[src/rtl/apls_pkg.sv]
// ----------------------------------------------------------------------------
// apls_pkg
// Shared widths, codes and types for the averaged position LED sketch block.
// ----------------------------------------------------------------------------
package apls_pkg;

    localparam int SAMPLE_W    = 10;
    // Number of sample pairs averaged; must be a power of two.
    localparam int AVG_COUNT   = 32;
    localparam int AVG_SHIFT   = $clog2(AVG_COUNT);
    localparam int SUM_W       = SAMPLE_W + AVG_SHIFT;
    localparam int COUNT_W     = AVG_SHIFT;
    localparam int POS_SHIFT   = 6;
    localparam int POS_W       = 4;
    localparam int FRAME_ROWS  = 8;
    localparam int ROW_W       = $clog2(FRAME_ROWS);
    localparam int WORD_W      = 32;
    localparam int BITPOS_W    = $clog2(WORD_W);
    localparam int PRESCALE_W  = 8;

    localparam logic [WORD_W-1:0]     TOP_BIT        = 32'h8000_0000;
    localparam logic [PRESCALE_W-1:0] PRESCALE_RESET = 8'd15;

    localparam logic OP_SAMPLE = 1'b0;
    localparam logic OP_TICK   = 1'b1;

    typedef struct packed {
        logic              valid;
        logic [ROW_W-1:0]  row;
        logic [WORD_W-1:0] mask;
    } plot_t;

    typedef struct packed {
        plot_t plot;
        logic  clear;
    } frame_ctrl_t;

    typedef struct packed {
        logic             emit;
        logic [ROW_W-1:0] row;
    } scan_t;

endpackage

[src/rtl/averaged_position_led_sketch_top.sv]
// ----------------------------------------------------------------------------
// averaged_position_led_sketch_top
// Averages position samples into an 8 x 32 LED frame and scans its rows out.
// ----------------------------------------------------------------------------
// The block accepts one transaction per clock. An accepted transaction is held
// in the input register, where it updates the sums, the frame store or the scan
// counters; a tick that completes a row period loads the result register, so a
// row word passes through the input register and then the result register on
// its way to the outputs. The only stall is a tick that must emit while the
// result register still holds a row that has not been taken. The prescale_reg
// register is written with cfg_wr_en and takes effect from the next tick.
module averaged_position_led_sketch_top
    import apls_pkg::*;
(
    input  logic                  clk,
    input  logic                  rst_n,
    input  logic                  cfg_wr_en,
    input  logic [PRESCALE_W-1:0] cfg_wr_data,
    input  logic                  in_valid,
    output logic                  in_ready,
    input  logic                  operation,
    input  logic [SAMPLE_W-1:0]   row_sample,
    input  logic [SAMPLE_W-1:0]   col_sample,
    input  logic                  tilt_left,
    input  logic                  tilt_right,
    output logic                  out_valid,
    input  logic                  out_ready,
    output logic [ROW_W-1:0]      row_index,
    output logic [WORD_W-1:0]     row_bits
);

    logic                s1_valid_reg;
    logic                s1_valid_next;
    logic                op_reg;
    logic [SAMPLE_W-1:0] row_sample_reg;
    logic [SAMPLE_W-1:0] col_sample_reg;
    logic                tilt_left_reg;
    logic                tilt_right_reg;
    logic                out_valid_reg;
    logic                out_valid_next;
    logic [ROW_W-1:0]    row_index_reg;
    logic [WORD_W-1:0]   row_bits_reg;

    logic                in_fire;
    logic                s1_needs_out;
    logic                s1_fire;
    logic                out_load;
    logic                sample_en;
    logic                tick_en;
    plot_t               plot;
    frame_ctrl_t         frame_ctrl;
    scan_t               scan;
    logic [WORD_W-1:0]   rd_word;

    assign s1_needs_out = (op_reg == OP_TICK) && scan.emit;
    assign s1_fire      = s1_valid_reg && (!s1_needs_out || !out_valid_reg || out_ready);
    assign in_ready     = !s1_valid_reg || s1_fire;
    assign in_fire      = in_valid && in_ready;
    assign sample_en    = s1_fire && (op_reg == OP_SAMPLE);
    assign tick_en      = s1_fire && (op_reg == OP_TICK);
    assign out_load     = s1_fire && s1_needs_out;

    assign frame_ctrl.plot.valid = plot.valid && sample_en;
    assign frame_ctrl.plot.row   = plot.row;
    assign frame_ctrl.plot.mask  = plot.mask;
    assign frame_ctrl.clear      = sample_en && !tilt_left_reg && !tilt_right_reg;

    apls_accum u_accum (
        .clk        (clk),
        .rst_n      (rst_n),
        .sample_en  (sample_en),
        .row_sample (row_sample_reg),
        .col_sample (col_sample_reg),
        .plot       (plot)
    );

    apls_frame u_frame (
        .clk     (clk),
        .rst_n   (rst_n),
        .ctrl    (frame_ctrl),
        .rd_row  (scan.row),
        .rd_word (rd_word)
    );

    apls_scan u_scan (
        .clk         (clk),
        .rst_n       (rst_n),
        .cfg_wr_en   (cfg_wr_en),
        .cfg_wr_data (cfg_wr_data),
        .tick_en     (tick_en),
        .scan        (scan)
    );

    always_comb
    begin
        s1_valid_next = s1_valid_reg;
        if (in_fire)
        begin
            s1_valid_next = 1'b1;
        end
        else if (s1_fire)
        begin
            s1_valid_next = 1'b0;
        end

        out_valid_next = out_valid_reg;
        if (out_load)
        begin
            out_valid_next = 1'b1;
        end
        else if (out_ready)
        begin
            out_valid_next = 1'b0;
        end
    end

    always_ff @(posedge clk or negedge rst_n)
    begin
        if (!rst_n)
        begin
            s1_valid_reg  <= 1'b0;
            out_valid_reg <= 1'b0;
        end
        else
        begin
            s1_valid_reg  <= s1_valid_next;
            out_valid_reg <= out_valid_next;
        end
    end

    always_ff @(posedge clk)
    begin
        if (in_fire)
        begin
            op_reg         <= operation;
            row_sample_reg <= row_sample;
            col_sample_reg <= col_sample;
            tilt_left_reg  <= tilt_left;
            tilt_right_reg <= tilt_right;
        end
        if (out_load)
        begin
            row_index_reg <= scan.row;
            row_bits_reg  <= rd_word;
        end
    end

    assign out_valid = out_valid_reg;
    assign row_index = row_index_reg;
    assign row_bits  = row_bits_reg;

`ifndef SYNTH
    // A tick that completes a row period always leaves a result behind.
    assert property (@(posedge clk) disable iff (!rst_n)
        out_load |=> out_valid)
        else $error("row result not presented after a completed scan period");

    // The result carries the row the scan advanced to.
    assert property (@(posedge clk) disable iff (!rst_n)
        out_load |=> (row_index == $past(scan.row)))
        else $error("row index does not match the advanced scan row");

    // Input back-pressure only comes from an emitting tick meeting a full
    // result register.
    assert property (@(posedge clk) disable iff (!rst_n)
        !in_ready |-> (s1_valid_reg && s1_needs_out && out_valid_reg && !out_ready))
        else $error("input stalled without a blocked result");
`endif

endmodule

[src/rtl/apls_accum.sv]
// ----------------------------------------------------------------------------
// apls_accum
// Sums sample pairs and, on the last pair of a batch, turns the averages into
// a frame row and a single-bit column mask.
// ----------------------------------------------------------------------------
module apls_accum
    import apls_pkg::*;
(
    input  logic                clk,
    input  logic                rst_n,
    input  logic                sample_en,
    input  logic [SAMPLE_W-1:0] row_sample,
    input  logic [SAMPLE_W-1:0] col_sample,
    output plot_t               plot
);

    logic [COUNT_W-1:0]  count_reg;
    logic [COUNT_W-1:0]  count_next;
    logic [SUM_W-1:0]    row_sum_reg;
    logic [SUM_W-1:0]    row_sum_next;
    logic [SUM_W-1:0]    col_sum_reg;
    logic [SUM_W-1:0]    col_sum_next;
    logic [SUM_W-1:0]    row_total;
    logic [SUM_W-1:0]    col_total;
    logic [SUM_W-1:0]    row_avg;
    logic [SUM_W-1:0]    col_avg;
    logic [POS_W-1:0]    row_pos;
    logic [POS_W-1:0]    col_pos;
    logic [BITPOS_W-1:0] bit_pos;
    logic                last;

    // The running sums cannot overflow because they are cleared after the
    // last pair of each batch.
    assign row_total = row_sum_reg + SUM_W'(row_sample);
    assign col_total = col_sum_reg + SUM_W'(col_sample);
    assign last      = (count_reg == COUNT_W'(AVG_COUNT - 1));

    assign row_avg = row_total >> AVG_SHIFT;
    assign col_avg = col_total >> AVG_SHIFT;
    assign row_pos = row_avg[POS_SHIFT +: POS_W];
    assign col_pos = col_avg[POS_SHIFT +: POS_W];

    // Positions 8 to 15 land in the high half of the word, 0 to 7 in the low
    // half; in both cases the frame row is the low three bits.
    assign bit_pos = {~row_pos[POS_W-1], col_pos};

    assign plot.valid = last;
    assign plot.row   = row_pos[ROW_W-1:0];
    assign plot.mask  = TOP_BIT >> bit_pos;

    always_comb
    begin
        count_next   = count_reg;
        row_sum_next = row_sum_reg;
        col_sum_next = col_sum_reg;
        if (sample_en)
        begin
            if (last)
            begin
                count_next   = '0;
                row_sum_next = '0;
                col_sum_next = '0;
            end
            else
            begin
                count_next   = count_reg + 1'b1;
                row_sum_next = row_total;
                col_sum_next = col_total;
            end
        end
    end

    always_ff @(posedge clk or negedge rst_n)
    begin
        if (!rst_n)
        begin
            count_reg   <= '0;
            row_sum_reg <= '0;
            col_sum_reg <= '0;
        end
        else
        begin
            count_reg   <= count_next;
            row_sum_reg <= row_sum_next;
            col_sum_reg <= col_sum_next;
        end
    end

endmodule

[src/rtl/apls_frame.sv]
// ----------------------------------------------------------------------------
// apls_frame
// Eight-row frame store: sets one bit per plotted point, clears on a sample
// with neither tilt input set, and gives one row word to the scan.
// ----------------------------------------------------------------------------
module apls_frame
    import apls_pkg::*;
(
    input  logic              clk,
    input  logic              rst_n,
    input  frame_ctrl_t       ctrl,
    input  logic [ROW_W-1:0]  rd_row,
    output logic [WORD_W-1:0] rd_word
);

    logic [WORD_W-1:0] frame_reg  [FRAME_ROWS];
    logic [WORD_W-1:0] frame_next [FRAME_ROWS];

    // A clear in the same pass also removes the point just plotted.
    always_comb
    begin
        for (int i = 0; i < FRAME_ROWS; i++)
        begin
            if (ctrl.clear)
            begin
                frame_next[i] = '0;
            end
            else if (ctrl.plot.valid && (ctrl.plot.row == ROW_W'(i)))
            begin
                frame_next[i] = frame_reg[i] | ctrl.plot.mask;
            end
            else
            begin
                frame_next[i] = frame_reg[i];
            end
        end
    end

    always_ff @(posedge clk or negedge rst_n)
    begin
        if (!rst_n)
        begin
            for (int i = 0; i < FRAME_ROWS; i++)
            begin
                frame_reg[i] <= '0;
            end
        end
        else
        begin
            for (int i = 0; i < FRAME_ROWS; i++)
            begin
                frame_reg[i] <= frame_next[i];
            end
        end
    end

    assign rd_word = frame_reg[rd_row];

endmodule

[src/rtl/apls_scan.sv]
// ----------------------------------------------------------------------------
// apls_scan
// Tick prescaler and row scan counter, with the prescale register.
// ----------------------------------------------------------------------------
module apls_scan
    import apls_pkg::*;
(
    input  logic                  clk,
    input  logic                  rst_n,
    input  logic                  cfg_wr_en,
    input  logic [PRESCALE_W-1:0] cfg_wr_data,
    input  logic                  tick_en,
    output scan_t                 scan
);

    logic [PRESCALE_W-1:0] prescale_reg;
    logic [PRESCALE_W-1:0] prescale_next;
    logic [PRESCALE_W-1:0] count_reg;
    logic [PRESCALE_W-1:0] count_next;
    logic [PRESCALE_W-1:0] count_inc;
    logic [ROW_W-1:0]      row_reg;
    logic [ROW_W-1:0]      row_next;
    logic [ROW_W-1:0]      row_inc;

    // The counter wraps through zero, so a limit of zero or one below the
    // running count is reached only after the wrap.
    assign count_inc = count_reg + 1'b1;
    assign row_inc   = row_reg + 1'b1;

    assign scan.emit = (count_inc == prescale_reg);
    assign scan.row  = row_inc;

    always_comb
    begin
        prescale_next = cfg_wr_en ? cfg_wr_data : prescale_reg;
        count_next    = count_reg;
        row_next      = row_reg;
        if (tick_en)
        begin
            if (scan.emit)
            begin
                count_next = '0;
                row_next   = row_inc;
            end
            else
            begin
                count_next = count_inc;
            end
        end
    end

    always_ff @(posedge clk or negedge rst_n)
    begin
        if (!rst_n)
        begin
            prescale_reg <= PRESCALE_RESET;
            count_reg    <= '0;
            row_reg      <= '0;
        end
        else
        begin
            prescale_reg <= prescale_next;
            count_reg    <= count_next;
            row_reg      <= row_next;
        end
    end

endmodule
[config.mk]
export PLATFORM = sky130hd
export DESIGN_NAME = averaged_position_led_sketch_top
export DESIGN_NICKNAME = d
export VERILOG_FILES = /design/src/rtl/apls_pkg.sv /design/src/rtl/averaged_position_led_sketch_top.sv /design/src/rtl/apls_accum.sv /design/src/rtl/apls_frame.sv /design/src/rtl/apls_scan.sv
export SDC_FILE = /design/constraint.sdc
export NUM_CORES = 1
export LEC_CHECK = 0
export ABC_AREA = 1
export ABC_CLOCK_PERIOD_IN_PS = 4100
export BUFFER_PORTS_ARGS = -buffer_cell sky130_fd_sc_hd__buf_2
export CAP_MARGIN = 10
export CORE_MARGIN = 2
export CORE_UTILIZATION = 30
export DETAILED_ROUTE_END_ITERATION = 12
export RECOVER_POWER = 50
export SYNTH_ARGS = -nofsm -noshare
export SYNTH_HDL_FRONTEND = slang
export SYNTH_SLANG_ARGS = --single-unit
export TNS_END_PERCENT = 10
[constraint.sdc]
create_clock -name clk -period 4.1 [get_ports clk]
set_clock_uncertainty 0.2 [all_clocks]
set_input_delay 0.41 -clock clk [delete_from_list [all_inputs] [get_ports clk]]
set_output_delay 0.41 -clock clk [all_outputs]
set_load 0.02 [all_outputs]
==> results.cfg, run 1 <==
[outcome]
status = complete, but fails checks
failed_checks = max-capacitance violations, max-slew violations

[yosys]
synth_area_per_cell_um2 = 9.46
synth_area_mm2 = 0.0202
yosys_warnings = 0
synth_top_cell_area_share_pct = 38.1
yosysMostFrequentCell = inv_1
synth-async-reset-ratio_pct = 84.3
seq_area_frac_synth_pct = 47.2
ys_types = 48
synth_common_cells = inv_1 (329), dfrtp_1 (308), nand2_1 (237)
synth_edf_count = 58
ys_top_cells_by_area = dfrtp_1 (38%), edfxtp_1 (8.6%), nand3_2 (8.3%), a21oi_2 (6.1%), inv_1 (6.1%)
syn_nets = 2200
synth_flop_cell = dfrtp_1
synth_area_leader_cell = dfrtp_1
ys_ff_latch = 370
syn-instance-count = 2138

[pwr]
finalPower_mw = 10.4
leakage_nw = 8.89
ir_worst_vdd_v = 0.000312
power_density_mw_per_mm2 = 457

[drt]
vias_per_cell = 4.90
ant_nets = 0
first_pass_iters = 5
wl_per_cell_um = 16.7
drtIter0Drc = 967
route.detailed.drc = 0
vias = 15086
wl_um = 51300

[layout]
fin_area_mm2 = 0.0228
syn2layout_area_growth_pct = 12.7
largest_reg_flops = 256
nNetsFinal = 2235
ff_latch_area_mm2 = 0.00956
drive_gt1_share_pct = 23.3
fillerInstances = 6740
stdcell_count = 3077
diodes = 0
multi_input_area_mm2 = 0.00849

[setup_path]
reg2regPathDepth = 5
crit_type = reg -> reg
arrival_ns = 3.47
crit_path_max_fanout = 33
endpoint_kind = flop
worstSetupStartpointType = flop
worst_ep_required_time_ns = 4.06

[placed_design]
place_inst = 2962
place_area_mm2 = 0.0212
globalplace.congestion = 0.817
port_buffers = 72
dp_hpwl_um = 30000

[run]
max_cap_violations = 2

[clocking]
numCtsBuffers = 40
cts_tree = done
htree_levels = 2
clk_pin_slew_ns = 0.06
cts_num_sinks = 370
cts_resized = 0
cts_setup_buffers = 0
clock_latency_ns = 0.56
cts_buffer_depth = 3
cts-root-buf = clkbuf_16
holdBufCountCts = 42

[global_route]
gr-total-overflow = 0
top_usage_layer = met2
grt_max_degree = 105
grt_usage_pct = 14.9
antenna_found_initial = 0
grt_pass1_wl_um = 84200
grt_use_met3_pct = 2.00
globalRouteMet1Util_pct = 18.9
grt_util_met2_pct = 25.9
grt_pass1_vias = 15445

[sta]
fin_tns_setup_ns = 0
fmax_mhz = 285
relSlewSlack_pct = -97.3
tightestPinTransition_ns = 2.96
setup_viol = 0
hold_viol = 0
rsz0062_at_grt = no
maxSlewViolCount = 138
finalCritPeriodShare_pct = 85.5
finalCriticalPeriod_ns = 3.50

[min_path]
holdCritPathClass = in -> reg
min_path_cells = 3

[floorplanning]
start_util_pct = 30.2
die_w_um = 264
placementRows = 95
num_io_pins = 73
core_mm2 = 0.0669
die_h_um = 264
dieArea_mm2 = 0.0695
## layout by cell type, fill, tap and decap left out, types with 18 or more instances in the layout
cell type,n
inv_1,331
dfrtp_1,307
nand2_1,237
a21oi_1,228
nand3_2,168
a21oi_2,141
nand3_1,130
o21ai_0,126
edfxtp_1,58
clkbuf_1,52
clkbuf_16,42
dlygate4sd3_1,42
buf_2,34
a221oi_1,32
a31oi_1,32
nor2_1,24
ha_1,24
nand4_1,20
buf_4,18
## worst max-delay path, stage by stage, from the launching register on
cell and delay (ns):
dfrtp_4 0.48, ha_1 0.31, clkbuf_1 1.66, a21oi_1 0.03, o21ai_0 0.18, a31oi_1 0.23
## stage by stage
step           hold WS [ns]  worst slack (ns)  utilization, %
3_5_place_dp          0.284             0.894            31.6
2_1_floorplan       -0.0856             0.955               -
4_1_cts            0.000547             0.815            34.2
6_report             0.0395             0.596            34.1
5_1_grt              0.0621             0.300            34.1
3_3_place_gp          0.270             0.959            31.6
## per-layer routing
| metal | vias up | routed length, um |
|---|---|---|
| li1 | 7217 | - |
| met1 | 7460 | 22500 |
| met2 | 315 | 25300 |
| met3 | 94 | 1950 |
| met4 | 0 | 1550 |
| met5 | - | 0 |
## cells by family after synthesis
group	count (synthesis)	share of synthesized area (%)
AO/OA/AOI/OAI	580	18.0
XOR/XNOR	17	0.736
adder cells (fa/ha/maj)	26	1.68
buffers and inverters	490	11.0
flip-flops	370	47.2
multiplexers	1	0.0556
AND/OR/NAND/NOR	654	21.4
## where the power goes
| group | leakage (nW) | switching, mW | internal (mW) | total, mW |
|---|---|---|---|---|
| combinational | 3.39 | 1.92 | 0.862 | 2.78 |
| clock | 0.631 | 1.50 | 2.04 | 3.54 |
| sequential | 4.87 | 0.161 | 3.95 | 4.11 |
| total | 8.89 | 3.58 | 6.85 | 10.4 |
## final cells by class
cell class | instances | area share [%]
timing repair buffer | 146 | 4.90
clock buffer | 64 | 5.37
inverter | 337 | 5.56
multi-input combinational | 1278 | 37.2
clock inverter | 9 | 0.236
tap | 873 | 4.79
sequential | 370 | 41.9
## worst paths after layout
kind,startpoint,slack [ns],endpoint
max,u_scan.row_reg[0],0.60,row_bits[15]
min,cfg_wr_en,0.04,u_scan.prescale_reg[7]
max reg2reg,u_scan.row_reg[0],0.60,row_bits[15]
min reg2reg,u_accum.row_sum_reg[3],0.29,u_accum.row_sum_reg[3]
max in group asynchronous,rst_n,0.78,u_frame.frame_reg[55]
min in group asynchronous,rst_n,1.11,u_frame.frame_reg[128]
Note: power is estimated with default switching activity, not from simulation.
==> run 2, diff against run 1 <==
--- a/config.mk
+++ b/config.mk
@@ -6,13 +6,14 @@
 export NUM_CORES = 1
 export LEC_CHECK = 0
 export ABC_AREA = 1
-export ABC_CLOCK_PERIOD_IN_PS = 4100
+export ABC_CLOCK_PERIOD_IN_PS = 3700
 export BUFFER_PORTS_ARGS = -buffer_cell sky130_fd_sc_hd__buf_2
 export CAP_MARGIN = 10
 export CORE_MARGIN = 2
 export CORE_UTILIZATION = 30
 export DETAILED_ROUTE_END_ITERATION = 12
 export RECOVER_POWER = 50
+export SLEW_MARGIN = 10
 export SYNTH_ARGS = -nofsm -noshare
 export SYNTH_HDL_FRONTEND = slang
 export SYNTH_SLANG_ARGS = --single-unit
==> constraint.sdc (replaced) <==
create_clock -name clk -period 3.7 [get_ports clk]
set_clock_uncertainty 0.2 [all_clocks]
set_input_delay 0.37 -clock clk [delete_from_list [all_inputs] [get_ports clk]]
set_output_delay 0.37 -clock clk [all_outputs]
set_load 0.02 [all_outputs]
==> run 2 against run 1 <==
Compared with the run above: the flow still finishes with violations (max-capacitance violations, max-slew violations); worst setup slack worse by 0.23 ns; sequential power up 11%; final area is 1.0% higher; non-clock buffer count is 11 higher; maximum frequency is 5.0% higher; via count is 0.40% higher; first-iteration DRC count up 14%; sequential share of layout area is 0.41 points lower; critical path depth up 2; wire length is 0.52% lower; total power increased by 12%; critical endpoint is now u_accum.col_sum_reg[3]; largest power group unchanged.
==> results.cfg, run 2 (synthesis gave the netlist of run 1 again) <==
[outcome]
status = complete, but fails checks
failed_checks = max-capacitance violations, max-slew violations

[clocking]
htree_levels = 2
cts_setup_buffers = 0
cts-root-buf = clkbuf_16
cts_buffer_depth = 3
cts_tree = done
cts_num_sinks = 370
clk_pin_slew_ns = 0.06
clock_latency_ns = 0.57
numCtsBuffers = 41

[setup_path]
startpoint = op_reg
reg2regPathDepth = 7
path_cells = inv_2 > nand2_1 > clkbuf_1 > nor2_1 > buf_4 > inv_1 > o21ai_0
worstSetupStartpointType = flop
slowest_stage = clkbuf_1
worst_ep_required_time_ns = 3.90
crit_type = reg -> reg
endpoint_kind = flop
timing.rr.start = op_reg
arrival_ns = 3.53
crit_path_max_fanout = 27
max_stage_delay_ns = 0.94

[layout]
final_cell_mix = inv_1 (329), dfrtp_1 (307), nand2_1 (237), a21oi_1 (228), nand3_2 (168)
fillerInstances = 6722
final_common_cell = inv_1
largest_reg_flops = 256
diodes = 0
syn2layout_area_growth_pct = 13.8
drive_gt1_share_pct = 23.6
nNetsFinal = 2247

[floorplanning]
core_mm2 = 0.0669
die_h_um = 264
die_w_um = 264
num_io_pins = 73
dieArea_mm2 = 0.0695
start_util_pct = 30.2
placementRows = 95

[global_route]
gr-total-overflow = 0
antenna_found_initial = 0
grt_max_degree = 162
grt_usage_pct = 14.8
grt_pass1_vias = 15462
grt_pass1_wl_um = 84000

[pwr]
ir_worst_vdd_v = 0.000393
switching_share_pct = 34.2
p_sw_mw = 3.98
leakage_nw = 8.99
sequentialPowerShare_pct = 39.1
power_density_mw_per_mm2 = 505
intPower_mw = 7.66
clkPwrFrac_pct = 34.3
combPwrFrac_pct = 26.6

[drt]
first_pass_iters = 5
wl_per_cell_um = 16.5
wl_um = 51000
ant_nets = 0
vias = 15146
vias_per_cell = 4.90
route.detailed.drc = 0
drtIter0Drc = 1100

[run]
max_cap_violations = 2

[placed_design]
pre_cts_ws_ns = 0.635
globalplace.congestion = 0.827
port_buffers = 72
dp_hpwl_um = 29700

[sta]
relSlewSlack_pct = -59.5
rsz0062_at_grt = no
maxSlewViolCount = 111
hold_viol = 0
hold_slack_ns = 0.0731
setup_viol = 0
tightestPinTransition_ns = 2.39
finalCritPeriodShare_pct = 90.2
worst_slack_ns = 0.364
finalCriticalPeriod_ns = 3.34
fmax_mhz = 300
fin_tns_setup_ns = 0

[min_path]
hp-start = cfg_wr_en
holdCritPathClass = in -> reg
min_path_cells = 2
[run 2: through the flow]
step | power, mW | util (%) | area (um^2) | cells
2_1_floorplan | 7.02 | - | 20200 | 2138
3_3_place_gp | 7.60 | 31.8 | 21300 | 2966
3_5_place_dp | 7.67 | 31.8 | 21300 | 2966
4_1_cts | 11.8 | 34.5 | 23100 | 3091
5_1_grt | 12.3 | 34.4 | 23000 | 3091
6_report | 11.6 | 34.4 | 23000 | 3091
[run 2: cell type report]
class / instances / area [um^2] / area share, %
multi-input combinational: 1278 / 8490 / 36.9
timing repair buffer: 157 / 1310 / 5.69
tap: 873 / 1090 / 4.74
inverter: 337 / 1270 / 5.50
clock inverter: 12 / 66.3 / 0.288
clock buffer: 64 / 1250 / 5.41
sequential: 370 / 9560 / 41.5
[run 2: final timing paths]
| path | endpoint | slack, ns |
|---|---|---|
| min in group asynchronous | u_frame.frame_reg[0] | 0.82 |
| worst max-delay path | u_accum.col_sum_reg[3] | 0.36 |
| worst min-delay path | u_scan.prescale_reg[2] | 0.07 |
| worst max register to register | u_accum.col_sum_reg[3] | 0.36 |
| max in group asynchronous | u_frame.frame_reg[155] | 0.68 |
| worst min register to register | u_accum.row_sum_reg[5] | 0.29 |
[run 2: power groups by stage]
| stage | logic [mW] | clock network, mW | registers [mW] |
|---|---|---|---|
| floorplan | 2.44 | 0 | 4.57 |
| CTS | 3.11 | 4.12 | 4.55 |
| finish | 3.09 | 4.00 | 4.55 |
| global route | 3.45 | 4.29 | 4.58 |
| global placement | 2.98 | 0 | 4.61 |
| detailed placement | 3.05 | 0 | 4.62 |
[run 2: metal layers]
layer  vias up  GRT usage [%]  routed length [um]
li1       7250              -                   -
met1      7474           19.1               22200
met2       346           25.3               25400
met3        76           2.18                2150
met4         0           5.34                1330
met5         -              0                   0
[run 2: repair_timing]
action	CTS	global route
hold endpoints to repair	112	0
resized for setup	0	0
hold buffers	49	0
[run 2: worst max-delay path: cells and delay by family, from the launching register on]
kind	cells	cell delay (ns)
buffers and inverters	4	1.87
flip-flops	1	0.60
AND/OR/NAND/NOR	2	0.25
AO/OA/AOI/OAI	1	0.24
==> run 3, diff against run 2 <==
--- a/config.mk
+++ b/config.mk
@@ -12,7 +12,6 @@
 export CORE_MARGIN = 2
 export CORE_UTILIZATION = 30
 export DETAILED_ROUTE_END_ITERATION = 12
-export RECOVER_POWER = 50
 export SLEW_MARGIN = 10
 export SYNTH_ARGS = -nofsm -noshare
 export SYNTH_HDL_FRONTEND = slang
==> run 3 against run 2 <==
Compared with the run above: the flow now finishes without violations; sequential power about the same; core utilization is 0.11 points higher; global-route usage unchanged.
==> results.cfg, run 3 (synthesis gave the netlist of run 1 again) <==
[outcome]
status = finished clean

[setup_path]
max_stage_delay_ns = 0.41
rrSetupSlack_ns = 0.58
slowest_stage = dfrtp_1
arrival_ns = 2.70
worstSetupStartpointType = flop
path_cells = ha_1 > nand2_1 > nor2_2 > nand2_1 > nand2_2 > nand2_1 > nand2_1 > nand2_1 > nor2_1 > nand3_2 > nor2_4 > nand3_1 > buf_2
worst_ep_required_time_ns = 3.13
cp_common_cell = nand2_1
cp_top_family = simple AND/OR/NAND/NOR gates
crit_path_max_fanout = 9
crit_type = reg -> out
endpoint_kind = primary output
path_buf_inv = 1

[floorplanning]
core_mm2 = 0.0669
dieArea_mm2 = 0.0695
num_io_pins = 73
die_h_um = 264
placementRows = 95
start_util_pct = 30.2
die_w_um = 264

[drt]
vias_per_cell = 4.90
first_pass_iters = 8
ant_nets = 0
drtIter0Drc = 1112
wl_per_cell_um = 16.5
route.detailed.drc = 0
wl_um = 50900
vias = 15156

[sta]
fin_tns_setup_ns = 0
finalCriticalPeriod_ns = 3.27
maxSlewViolCount = 0
rsz0062_at_grt = no
setup_viol = 0
tightestPinTransition_ns = 0.827
finalCritPeriodShare_pct = 88.4
fmax_mhz = 306
hold_slack_ns = 0.0734
relSlewSlack_pct = 44.8
hold_viol = 0

[clocking]
htree_levels = 2
clk_pin_slew_ns = 0.06
cts-root-buf = clkbuf_16
cts_buffer_depth = 3
cts_num_sinks = 370
clock_latency_ns = 0.57
cts_setup_buffers = 0
cts_tree = done
numCtsBuffers = 41

[pwr]
power_density_mw_per_mm2 = 504
sequentialPowerShare_pct = 39.1
ir_worst_vdd_v = 0.000392
intPower_mw = 7.66
combPwrFrac_pct = 26.5
clkPwrFrac_pct = 34.4
finalPower_mw = 11.6
leakage_nw = 9.13
switching_share_pct = 34.2
p_sw_mw = 3.98

[global_route]
grt_pass1_vias = 15462
gr-total-overflow = 0
grt_max_degree = 162
top_usage_layer = met2
antenna_found_initial = 0
grt_util_met2_pct = 25.3
globalRouteMet1Util_pct = 19.1
grt_usage_pct = 14.8
grt_use_met3_pct = 2.18
grt_pass1_wl_um = 84000

[placed_design]
place_area_mm2 = 0.0213
globalplace.congestion = 0.827
port_buffers = 72
dp_hpwl_um = 29700

[min_path]
holdCritPathClass = in -> reg

[layout]
fin_area_mm2 = 0.0231
largest_reg_flops = 256
final_common_cell = inv_1
fillerInstances = 6718
final_cell_mix = inv_1 (328), dfrtp_1 (307), nand2_1 (237), a21oi_1 (228), nand3_2 (168)
diodes = 0
nNetsFinal = 2247
ff_latch_area_mm2 = 0.00956
multi_input_area_mm2 = 0.00849
syn2layout_area_growth_pct = 14.2
drive_gt1_share_pct = 25.4

[run]
max_cap_violations = 0
run 3: cell count changes in the layout (fill, tap and decap cells not counted), sizes merged:
cell	delta
buf	+44
clkbuf	-44
run 3: what timing repair did:
action | in CTS | in global routing
hold buffers | 49 | 0
resized for setup | 0 | 0
endpoints found under the hold margin | 112 | 0
run 3: worst register-to-register path: cells and delay by family (launching register included):
family | cells | cell delay (ns)
flip-flops | 1 | 0.37
AO/OA/AOI/OAI | 1 | 0.15
AND/OR/NAND/NOR | 7 | 1.09
adder cells (fa/ha/maj) | 2 | 0.67
buffers and inverters | 2 | 0.57
run 3: metal layers:
layer,share of wire (%),vias to the layer above
met2,50,339
met4,2.7,0
met3,4.2,82
met1,44,7483
met5,0,-
li1,-,7252
run 3: path summary, 6_finish.rpt:
path	from	end	cells after the start
min in group asynchronous	rst_n	u_frame.frame_reg[0]	2
max in group asynchronous	rst_n	u_scan.prescale_reg[2]	3
worst min-delay path	cfg_wr_en	u_scan.prescale_reg[2]	2
worst max register to register	row_sample_reg[0]	u_frame.frame_reg[27]	12
worst max-delay path	u_scan.count_reg[0]	in_ready	13
worst min register to register	u_accum.row_sum_reg[5]	u_accum.row_sum_reg[5]	2
run 3: final cells by class:
cell class                 count  area share, %
inverter                     337           5.49
multi-input combinational   1278           36.7
tap                          873           4.73
clock inverter                12          0.287
sequential                   370           41.4
timing repair buffer         157           5.98
clock buffer                  64           5.39
run 3: power by group through the flow:
stage | registers, mW | clock network (mW) | logic (mW)
2_1_floorplan | 4.57 | 0 | 2.44
3_3_place_gp | 4.61 | 0 | 2.98
3_5_place_dp | 4.62 | 0 | 3.05
4_1_cts | 4.55 | 4.12 | 3.11
5_1_grt | 4.58 | 4.29 | 3.45
6_report | 4.55 | 4.00 | 3.09
run 3: metrics by stage:
| step | std cells | utilization (%) | setup WS, ns |
|---|---|---|---|
| 6_report | 3091 | 34.5 | 0.430 |
| 5_1_grt | 3091 | 34.5 | 0.163 |
| 4_1_cts | 3091 | 34.5 | 0.412 |
| 3_5_place_dp | 2966 | 31.8 | 0.635 |
| 3_3_place_gp | 2966 | 31.8 | 0.669 |
| 2_1_floorplan | 2138 | - | 0.555 |
